**src/rtl/atclp_pkg.sv**
```systemverilog
// Shared types and constants for the AT command line parser.
package atclp_pkg;

    localparam int BYTE_W = 8;
    localparam int LEN_W  = 10;
    localparam int EVT_W  = 2;
    localparam int KIND_W = 2;

    typedef enum logic [1:0] {
        PH_HUNT_A = 2'd0,
        PH_HUNT_T = 2'd1,
        PH_LINE   = 2'd2
    } t_phase;

    localparam logic [KIND_W-1:0] KIND_ACT  = 2'd0;
    localparam logic [KIND_W-1:0] KIND_PARA = 2'd1;
    localparam logic [KIND_W-1:0] KIND_READ = 2'd2;
    localparam logic [KIND_W-1:0] KIND_TEST = 2'd3;

    localparam logic [EVT_W-1:0] EVT_COMPLETE  = 2'd0;
    localparam logic [EVT_W-1:0] EVT_MALFORMED = 2'd1;
    localparam logic [EVT_W-1:0] EVT_TOO_LONG  = 2'd2;

    localparam logic [BYTE_W-1:0] CH_UPPER_A = 8'h41;
    localparam logic [BYTE_W-1:0] CH_LOWER_A = 8'h61;
    localparam logic [BYTE_W-1:0] CH_UPPER_T = 8'h54;
    localparam logic [BYTE_W-1:0] CH_LOWER_T = 8'h74;
    localparam logic [BYTE_W-1:0] CH_CR      = 8'h0D;
    localparam logic [BYTE_W-1:0] CH_BS      = 8'h08;
    localparam logic [BYTE_W-1:0] CH_EQUAL   = 8'h3D;
    localparam logic [BYTE_W-1:0] CH_QUERY   = 8'h3F;
    localparam logic [BYTE_W-1:0] CH_ZERO    = 8'h30;
    localparam logic [BYTE_W-1:0] CH_NINE    = 8'h39;

    typedef struct packed {
        t_phase             phase;
        logic [LEN_W-1:0]   line_count;
        logic [LEN_W-1:0]   op_pos;
        logic [KIND_W-1:0]  kind;
        logic               op_was_equal;
    } t_state;

    typedef struct packed {
        logic               valid;
        logic [EVT_W-1:0]   event_res;
        logic [KIND_W-1:0]  cmd_type;
        logic [LEN_W-1:0]   name_length;
        logic [LEN_W-1:0]   line_length;
    } t_result;

endpackage

```
**src/rtl/atclp_if.sv**
```systemverilog
// Handshake interfaces for received bytes and parser results.
interface atclp_byte_if;
    logic                          valid;
    logic                          ready;
    logic [atclp_pkg::BYTE_W-1:0]  rx_byte;

    modport source (output valid, output rx_byte, input ready);
    modport sink   (input valid, input rx_byte, output ready);
endinterface

interface atclp_res_if;
    logic                          valid;
    logic                          ready;
    logic [atclp_pkg::EVT_W-1:0]   event_res;
    logic [atclp_pkg::KIND_W-1:0]  cmd_type;
    logic [atclp_pkg::LEN_W-1:0]   name_length;
    logic [atclp_pkg::LEN_W-1:0]   line_length;

    modport source (output valid, output event_res, output cmd_type,
                    output name_length, output line_length, input ready);
    modport sink   (input valid, input event_res, input cmd_type,
                    input name_length, input line_length, output ready);
endinterface

```
**src/rtl/atclp_step.sv**
```systemverilog
// Next-state and result logic for one received byte.
module atclp_step #(
    parameter int MAX_LINE = 512
) (
    input  atclp_pkg::t_state                 i_state,
    input  logic [atclp_pkg::BYTE_W-1:0]      i_byte,
    output atclp_pkg::t_state                 o_state,
    output atclp_pkg::t_result                o_result
);

    localparam logic [atclp_pkg::LEN_W-1:0] MAX_LEN = atclp_pkg::LEN_W'(MAX_LINE);

    logic                            w_is_param;
    logic [atclp_pkg::LEN_W-1:0]     w_count_inc;
    logic [atclp_pkg::LEN_W-1:0]     w_count_dec;
    logic [atclp_pkg::LEN_W:0]       w_op_plus1;
    logic [atclp_pkg::LEN_W:0]       w_op_plus2;
    logic                            w_malformed;
    logic                            w_done;

    assign w_is_param  = (i_byte == atclp_pkg::CH_EQUAL) ||
                         (i_byte >= atclp_pkg::CH_ZERO && i_byte <= atclp_pkg::CH_NINE);
    assign w_count_inc = i_state.line_count + 1'b1;
    assign w_count_dec = i_state.line_count - 1'b1;
    assign w_op_plus1  = {1'b0, i_state.op_pos} + 1'b1;
    assign w_op_plus2  = {1'b0, i_state.op_pos} + 2'd2;
    assign w_malformed =
        (i_state.kind == atclp_pkg::KIND_READ &&
         w_op_plus1 != {1'b0, i_state.line_count}) ||
        (i_state.kind == atclp_pkg::KIND_TEST &&
         w_op_plus2 != {1'b0, i_state.line_count});

    always_comb begin
        o_state  = i_state;
        o_result = '0;
        w_done   = 1'b0;
        case (i_state.phase)
            atclp_pkg::PH_HUNT_A: begin
                if (i_byte == atclp_pkg::CH_UPPER_A || i_byte == atclp_pkg::CH_LOWER_A) begin
                    o_state.phase      = atclp_pkg::PH_HUNT_T;
                    o_state.line_count = w_count_inc;
                end
            end
            atclp_pkg::PH_HUNT_T: begin
                if (i_byte == atclp_pkg::CH_UPPER_T || i_byte == atclp_pkg::CH_LOWER_T) begin
                    o_state.phase      = atclp_pkg::PH_LINE;
                    o_state.line_count = w_count_inc;
                end else begin
                    o_state.phase      = atclp_pkg::PH_HUNT_A;
                    o_state.line_count = '0;
                    o_state.op_pos     = '0;
                end
            end
            atclp_pkg::PH_LINE: begin
                if (i_byte == atclp_pkg::CH_CR) begin
                    w_done         = 1'b1;
                    o_result.valid = 1'b1;
                    if (i_state.op_pos == '0) begin
                        // No operator: the whole line is the command name.
                        o_state.kind         = atclp_pkg::KIND_ACT;
                        o_result.event_res   = atclp_pkg::EVT_COMPLETE;
                        o_result.cmd_type    = atclp_pkg::KIND_ACT;
                        o_result.name_length = i_state.line_count;
                        o_result.line_length = i_state.line_count;
                    end else if (w_malformed) begin
                        o_result.event_res   = atclp_pkg::EVT_MALFORMED;
                    end else begin
                        o_result.event_res   = atclp_pkg::EVT_COMPLETE;
                        o_result.cmd_type    = i_state.kind;
                        o_result.name_length = i_state.op_pos;
                        o_result.line_length = i_state.line_count;
                    end
                    o_state.phase      = atclp_pkg::PH_HUNT_A;
                    o_state.line_count = '0;
                    o_state.op_pos     = '0;
                end else if (i_byte == atclp_pkg::CH_BS) begin
                    if (i_state.line_count != '0) begin
                        o_state.line_count = w_count_dec;
                        if (w_count_dec == i_state.op_pos) begin
                            o_state.op_pos = '0;
                        end
                    end
                end else begin
                    o_state.line_count = w_count_inc;
                    if (w_is_param) begin
                        if (i_state.op_pos == '0) begin
                            o_state.op_pos       = i_state.line_count;
                            o_state.kind         = atclp_pkg::KIND_PARA;
                            o_state.op_was_equal = (i_byte == atclp_pkg::CH_EQUAL);
                        end
                    end else if (i_byte == atclp_pkg::CH_QUERY) begin
                        if (i_state.op_pos == '0) begin
                            o_state.op_pos       = i_state.line_count;
                            o_state.kind         = atclp_pkg::KIND_READ;
                            o_state.op_was_equal = 1'b0;
                        end else if (i_state.op_was_equal &&
                                     {1'b0, i_state.line_count} == w_op_plus1) begin
                            o_state.kind = atclp_pkg::KIND_TEST;
                        end
                    end
                end
            end
            default: begin
            end
        endcase

        if (!w_done && o_state.line_count >= MAX_LEN) begin
            o_state.phase      = atclp_pkg::PH_HUNT_A;
            o_state.line_count = '0;
            o_state.op_pos     = '0;
            o_result           = '0;
            o_result.valid     = 1'b1;
            o_result.event_res = atclp_pkg::EVT_TOO_LONG;
        end
    end

endmodule

```
**src/rtl/at_command_line_parser_core.sv**
```systemverilog
// A result word passes from the input register through the step logic into the result register.
// Throughput: one byte per cycle while the result register is free; the parser state updates in a single pass per byte.
// A stalled result holds in the result register; the input register then takes one more byte if empty.
// Reset (synchronous, active low) empties both registers and returns to hunting for 'A'
// with an empty line, no operator and an action command kind.
module at_command_line_parser_core #(
    parameter int MAX_LINE = 512
) (
    input  logic               i_clk,
    input  logic               i_rst_n,
    atclp_byte_if.sink         i_rx,
    atclp_res_if.source        o_res
);

    logic                               r_in_valid;
    logic [atclp_pkg::BYTE_W-1:0]       r_byte;
    atclp_pkg::t_state                  r_state;
    atclp_pkg::t_state                  n_state;
    atclp_pkg::t_result                 w_step_res;
    logic                               r_out_valid;
    logic [atclp_pkg::EVT_W-1:0]        r_event_res;
    logic [atclp_pkg::KIND_W-1:0]       r_cmd_type;
    logic [atclp_pkg::LEN_W-1:0]        r_name_length;
    logic [atclp_pkg::LEN_W-1:0]        r_line_length;
    logic                               w_out_free;
    logic                               w_advance;
    logic                               w_in_ready;

    assign w_out_free = !r_out_valid || o_res.ready;
    assign w_advance  = r_in_valid && w_out_free;
    assign w_in_ready = !r_in_valid || w_out_free;

    assign i_rx.ready        = w_in_ready;
    assign o_res.valid       = r_out_valid;
    assign o_res.event_res   = r_event_res;
    assign o_res.cmd_type    = r_cmd_type;
    assign o_res.name_length = r_name_length;
    assign o_res.line_length = r_line_length;

    atclp_step #(
        .MAX_LINE (MAX_LINE)
    ) u_step (
        .i_state  (r_state),
        .i_byte   (r_byte),
        .o_state  (n_state),
        .o_result (w_step_res)
    );

    always_ff @(posedge i_clk) begin
        if (!i_rst_n) begin
            r_in_valid <= 1'b0;
        end else if (w_in_ready) begin
            r_in_valid <= i_rx.valid;
        end
    end

    always_ff @(posedge i_clk) begin
        if (w_in_ready && i_rx.valid) begin
            r_byte <= i_rx.rx_byte;
        end
    end

    always_ff @(posedge i_clk) begin
        if (!i_rst_n) begin
            r_state.phase        <= atclp_pkg::PH_HUNT_A;
            r_state.line_count   <= '0;
            r_state.op_pos       <= '0;
            r_state.kind         <= atclp_pkg::KIND_ACT;
            r_state.op_was_equal <= 1'b0;
        end else if (w_advance) begin
            r_state <= n_state;
        end
    end

    always_ff @(posedge i_clk) begin
        if (!i_rst_n) begin
            r_out_valid <= 1'b0;
        end else if (w_out_free) begin
            r_out_valid <= w_advance && w_step_res.valid;
        end
    end

    always_ff @(posedge i_clk) begin
        if (w_advance && w_step_res.valid) begin
            r_event_res   <= w_step_res.event_res;
            r_cmd_type    <= w_step_res.cmd_type;
            r_name_length <= w_step_res.name_length;
            r_line_length <= w_step_res.line_length;
        end
    end

    // Error words carry no command details.
    a_error_zero: assert property (@(posedge i_clk) disable iff (!i_rst_n)
        (r_out_valid && r_event_res != atclp_pkg::EVT_COMPLETE) |->
        (r_cmd_type == '0 && r_name_length == '0 && r_line_length == '0))
        else $error("error word carries nonzero command fields");

    a_count_below_max: assert property (@(posedge i_clk) disable iff (!i_rst_n)
        r_state.line_count < atclp_pkg::LEN_W'(MAX_LINE))
        else $error("line count reached the length limit without being cleared");

    // A held operator always lies inside the current line.
    a_op_inside_line: assert property (@(posedge i_clk) disable iff (!i_rst_n)
        (r_state.op_pos != '0) |-> (r_state.op_pos < r_state.line_count))
        else $error("operator position outside the line");

    a_state_hold: assert property (@(posedge i_clk) disable iff (!i_rst_n)
        (!w_advance && $past(i_rst_n)) |=> (r_state == $past(r_state)))
        else $error("parser state changed without a byte being processed");

endmodule
```
**src/flat_wrapper.sv**
```systemverilog
// flat-port wrapper written by rule: the top's interface ports become plain ports
module at_command_line_parser_core_flat 
#(
    parameter int MAX_LINE = 512
)
  (i_clk, i_rst_n, i_rx_valid, i_rx_rx_byte, i_rx_ready, o_res_valid, o_res_event_res, o_res_cmd_type, o_res_name_length, o_res_line_length, o_res_ready);
  atclp_byte_if i_rx_i ();
  atclp_res_if o_res_i ();
  input  logic i_clk;
  input  logic i_rst_n;
  input wire logic [$bits(i_rx_i.valid)-1:0] i_rx_valid;
  input wire logic [$bits(i_rx_i.rx_byte)-1:0] i_rx_rx_byte;
  output wire logic [$bits(i_rx_i.ready)-1:0] i_rx_ready;
  output wire logic [$bits(o_res_i.valid)-1:0] o_res_valid;
  output wire logic [$bits(o_res_i.event_res)-1:0] o_res_event_res;
  output wire logic [$bits(o_res_i.cmd_type)-1:0] o_res_cmd_type;
  output wire logic [$bits(o_res_i.name_length)-1:0] o_res_name_length;
  output wire logic [$bits(o_res_i.line_length)-1:0] o_res_line_length;
  input wire logic [$bits(o_res_i.ready)-1:0] o_res_ready;
  assign i_rx_i.valid = i_rx_valid;
  assign i_rx_i.rx_byte = i_rx_rx_byte;
  assign i_rx_ready = i_rx_i.ready;
  assign o_res_valid = o_res_i.valid;
  assign o_res_event_res = o_res_i.event_res;
  assign o_res_cmd_type = o_res_i.cmd_type;
  assign o_res_name_length = o_res_i.name_length;
  assign o_res_line_length = o_res_i.line_length;
  assign o_res_i.ready = o_res_ready;
  at_command_line_parser_core #(.MAX_LINE(MAX_LINE)) u_core (.i_clk(i_clk), .i_rst_n(i_rst_n), .i_rx(i_rx_i), .o_res(o_res_i));
endmodule
```
**config.mk**
```make
export PLATFORM = sky130hd
export DESIGN_NAME = at_command_line_parser_core_flat
export DESIGN_NICKNAME = d
export VERILOG_FILES = /design/src/rtl/atclp_pkg.sv /design/src/rtl/atclp_if.sv /design/src/rtl/atclp_step.sv /design/src/rtl/at_command_line_parser_core.sv /design/src/flat_wrapper.sv
export SDC_FILE = /design/constraint.sdc
export NUM_CORES = 1
export LEC_CHECK = 0
export BUFFER_PORTS_ARGS = -buffer_cell sky130_fd_sc_hd__buf_2
export CAP_MARGIN = 40
export CELL_PAD_IN_SITES_DETAIL_PLACEMENT = 1
export CELL_PAD_IN_SITES_GLOBAL_PLACEMENT = 2
export CORE_ASPECT_RATIO = 0.9
export CORE_UTILIZATION = 37
export CTS_CLUSTER_SIZE = 20
export DETAILED_ROUTE_END_ITERATION = 8
export HOLD_SLACK_MARGIN = 0.06
export PLACE_DENSITY_LB_ADDON = 0.12
export SYNTH_ARGS = -nofsm -noshare
export SYNTH_HDL_FRONTEND = slang
export SYNTH_SLANG_ARGS = --single-unit
export TNS_END_PERCENT = 30
```
**constraint.sdc**
```tcl
create_clock -name i_clk -period 5.1 [get_ports i_clk]
set_input_delay 0.51 -clock i_clk [delete_from_list [all_inputs] [get_ports i_clk]]
set_output_delay 0.51 -clock i_clk [all_outputs]
set_load 0.02 [all_outputs]
```
==> results.json <==
{
  "cap_violations": 0,
  "clk_path_buf_depth": 2,
  "synth-async-reset-ratio": 0,
  "reg2reg_setup_slack_ps": 1580,
  "p_switching_mw": 0.296,
  "synth_top_cell_by_area": "edfxtp_1",
  "crit_buf_inv": 1,
  "worst_slew_pin_slew_ps": 950,
  "start_kind": "flip-flop",
  "fin_crit_sh": 0.689,
  "yosys-top-cells-area": "edfxtp_1 (23%), dfxtp_1 (13%), xnor2_1 (4.0%)",
  "core_area_mm2": 0.0109,
  "io_buffer_count": 37,
  "grt_usage": 0.260,
  "slew_violations": 0,
  "reg2reg_depth": 9,
  "required_ps": 5290,
  "synth_top_family_by_area": "simple AND/OR/NAND/NOR gates",
  "synth_seq_cells": 59,
  "holdPathStages": 1,
  "yosys.cell_types.count": 79,
  "r2r-end": "u_core.r_state[8]$_SDFFE_PN0P_",
  "cts_setup_buffers": 0,
  "syn_inst": 473,
  "final_cell_area_mm2": 0.00474,
  "synth_common_cells": "nor2_1 (35), nand2_1 (34), edfxtp_1 (32)",
  "postRouteAntennaNets": 0,
  "grt_start_max_net_pins": 26,
  "numClockSinks": 59,
  "path_delay_family": "compound AO/OA/AOI/OAI gates",
  "rsz0062_at_grt": "false",
  "power_density_mw_per_mm2": 266,
  "p_clk_frac": 0.526,
  "use_met1": 0.371,
  "ys_seq_area_frac": 0.358,
  "wl_um": 14400,
  "relSlewSlack": 0.366,
  "grt_overflow": 0,
  "grt_first_pass_wirelength_um": 22500,
  "reg2reg_from": "u_core.r_state[13]$_SDFFE_PN0P_",
  "syn_area_mm2": 0.00419,
  "viasPerCell": 6.03,
  "cp_num_cells": 9,
  "root_buffer": "clkbuf_16",
  "drive_gt1_frac": 0.181,
  "final.setup.tns_ps": 0,
  "gr-max-usage-layer": "met2",
  "syn_area_per_cell_um2": 8.86,
  "synth.most_common_cell": "nor2_1",
  "placed_cells_incl_taps": 627,
  "finalHoldViolations": 0,
  "holdBufCountCts": 0,
  "yosys.area_share.simple": 0.252,
  "leakage_nw": 1.69,
  "hold_path.startpoint": "i_rx_rx_byte[7]",
  "gp_congestion": 0.848,
  "clk_pin_slew_worst_paths_ps": 60,
  "crit_chain": "inv_1, ha_1, nor3b_1, xor2_1, nor2_1, or4b_1, a311oi_2, o31a_1, o22ai_1",
  "met3_usage": 0.0347,
  "post_dp_cell_area_mm2": 0.00442,
  "ys_warn_count": 0,
  "rows": 36,
  "startpoint": "u_core.r_state[13]$_SDFFE_PN0P_",
  "drc": 0,
  "clock_skew_ps": 8.80,
  "area_growth_pct": 13.2,
  "power_frac_seq": 0.413,
  "vdd_ir_drop_max_mv": 0.152,
  "die_h_um": 103,
  "drt_iter0_markers": 344,
  "synth.top_cell.area_share": 0.229,
  "cts_resized": 0,
  "holdPathEnd": "u_core.r_byte[7]$_DFFE_PP_",
  "period_needed_ps": 3520,
  "synth_xor_area_frac": 0.0544,
  "power_frac_comb": 0.061,
  "outcome": "finished clean",
  "nFillCells": 1297,
  "cts_tree": "yes",
  "muxShareOfSynthArea": 0.0245,
  "synth-compound-area-share": 0.237,
  "grt_antenna_before_repair": 0,
  "synth_ff_type": "edfxtp_1",
  "p_int_mw": 0.966,
  "synth_enable_flop_cells": 32,
  "max_freq_mhz": 284,
  "layout.nets": 503,
  "start_util": 0.383,
  "worstSkewPairLatency_ps": 340,
  "synthAdderAreaFrac": 0.0149,
  "cpPeakStageDelay_ps": 780,
  "critPathKind": "flip-flop to flip-flop",
  "syn_nets": 490,
  "htree_levels": 3,
  "die_x_um": 114,
  "num_io_pins": 38,
  "instances_no_fill": 643,
  "antennaDiodeCount": 0,
  "cp-end-kind": "flip-flop",
  "grt_pass1_vias": 3815,
  "crit_fanout": 15,
  "swShare": 0.235,
  "setup_viol": 0,
  "slowest_stage": "dfxtp_1",
  "grt_use_met2": 0.405,
  "wl_per_cell_um": 22.3,
  "place_hpwl_um": 10300,
  "dr.pass1.iters": 7,
  "cts_made_buffers": 9,
  "vias": 3877,
  "arrival_ps": 3700,
  "hp-class": "input port to flip-flop",
  "fp.dieArea_mm2": 0.0118
}
## cell type report
cell class	instances	area, µm²	share of cell area
Clock buffer	9	225	0.0475
Clock inverter	7	101	0.0214
Inverter	17	66.3	0.0140
Multi-Input combinational cell	358	2440	0.516
Sequential cell	59	1500	0.317
Tap cell	152	190	0.0401
Timing Repair Buffer	41	213	0.0449
## flip-flops by register name, indices dropped and copies added (netlist names)
register and cells:
u_core.o_res.line_length 10, u_core.o_res.name_length 10, u_core.r_byte 8, u_core.r_in_valid 1, u_core.r_state 25, u_core.o_res.event_res 2, u_core.o_res.cmd_type 2, u_core.o_res.valid 1
## worst max-delay path by stage
stage / to / slack (ps)
after detailed placement: u_core.r_state[8]$_SDFFE_PN0P_ / 1690
after global routing: u_core.r_state[6]$_SDFFE_PN0P_ / 1400
after CTS: u_core.r_state[12]$_SDFFE_PN0P_ / 1640
final: u_core.r_state[8]$_SDFFE_PN0P_ / 1580
after global placement: u_core.r_state[6]$_SDFFE_PN0P_ / 1710
after floorplan: u_core.o_res.cmd_type[0]$_SDFFCE_PP0P_ / 1340
## stage by stage
step,power [mW],util,setup WS [ps],hold slack (ps)
after floorplan,0.583,-,1340,447
after global placement,0.604,0.403,1710,479
after detailed placement,0.606,0.403,1690,481
after CTS,1.27,0.433,1640,342
after global routing,1.30,0.433,1400,349
final,1.26,0.433,1580,350
## power by group through the flow
stage	Combinational (mW)	Sequential, mW	Clock, mW
floorplan	0.0630	0.520	0
global placement	0.0743	0.530	0
detailed placement	0.0756	0.531	0
CTS	0.0760	0.521	0.677
global route	0.0837	0.523	0.693
finish	0.0765	0.521	0.664
## kinds of logic (layout without fill, tap and decap cells)
family,after synthesis,count (layout)
AOI/OAI and AO/OA,128,128
adders and majority gates,5,5
DFF,59,59
muxes,10,10
buffers and inverters,56,74
xor gates and xnor gates,26,26
and+or+nand+nor,189,189
## cell usage in the layout (no fill, tap or decap), types with 4 or more instances in the layout
cell | Yosys | final
buf_2 | 6 | 38
nor2_1 | 35 | 35
nand2_1 | 34 | 34
edfxtp_1 | 32 | 32
dfxtp_1 | 27 | 27
o21ai_0 | 25 | 25
a21oi_1 | 25 | 24
and2_1 | 20 | 20
xnor2_1 | 19 | 19
nand3_1 | 18 | 18
nor3_1 | 17 | 17
inv_1 | 16 | 16
a22o_1 | 10 | 10
nand2b_1 | 9 | 9
clkbuf_16 | 0 | 9
mux2i_1 | 8 | 8
o22ai_1 | 8 | 8
nor2b_1 | 7 | 7
xor2_1 | 7 | 7
nand4_1 | 6 | 6
nor4_1 | 6 | 6
or3_1 | 6 | 6
ha_1 | 5 | 5
and3_1 | 4 | 4
a31oi_1 | 4 | 4
or4_1 | 4 | 4
a32oi_1 | 4 | 4
o211ai_1 | 4 | 4
## metal layers
layer  routed length, µm  part of all wire
met5                   0                 0
met2                6320              0.44
met1                6950              0.48
met3                 800             0.056
met4                 288             0.020
(Power assumes the default switching activity.)
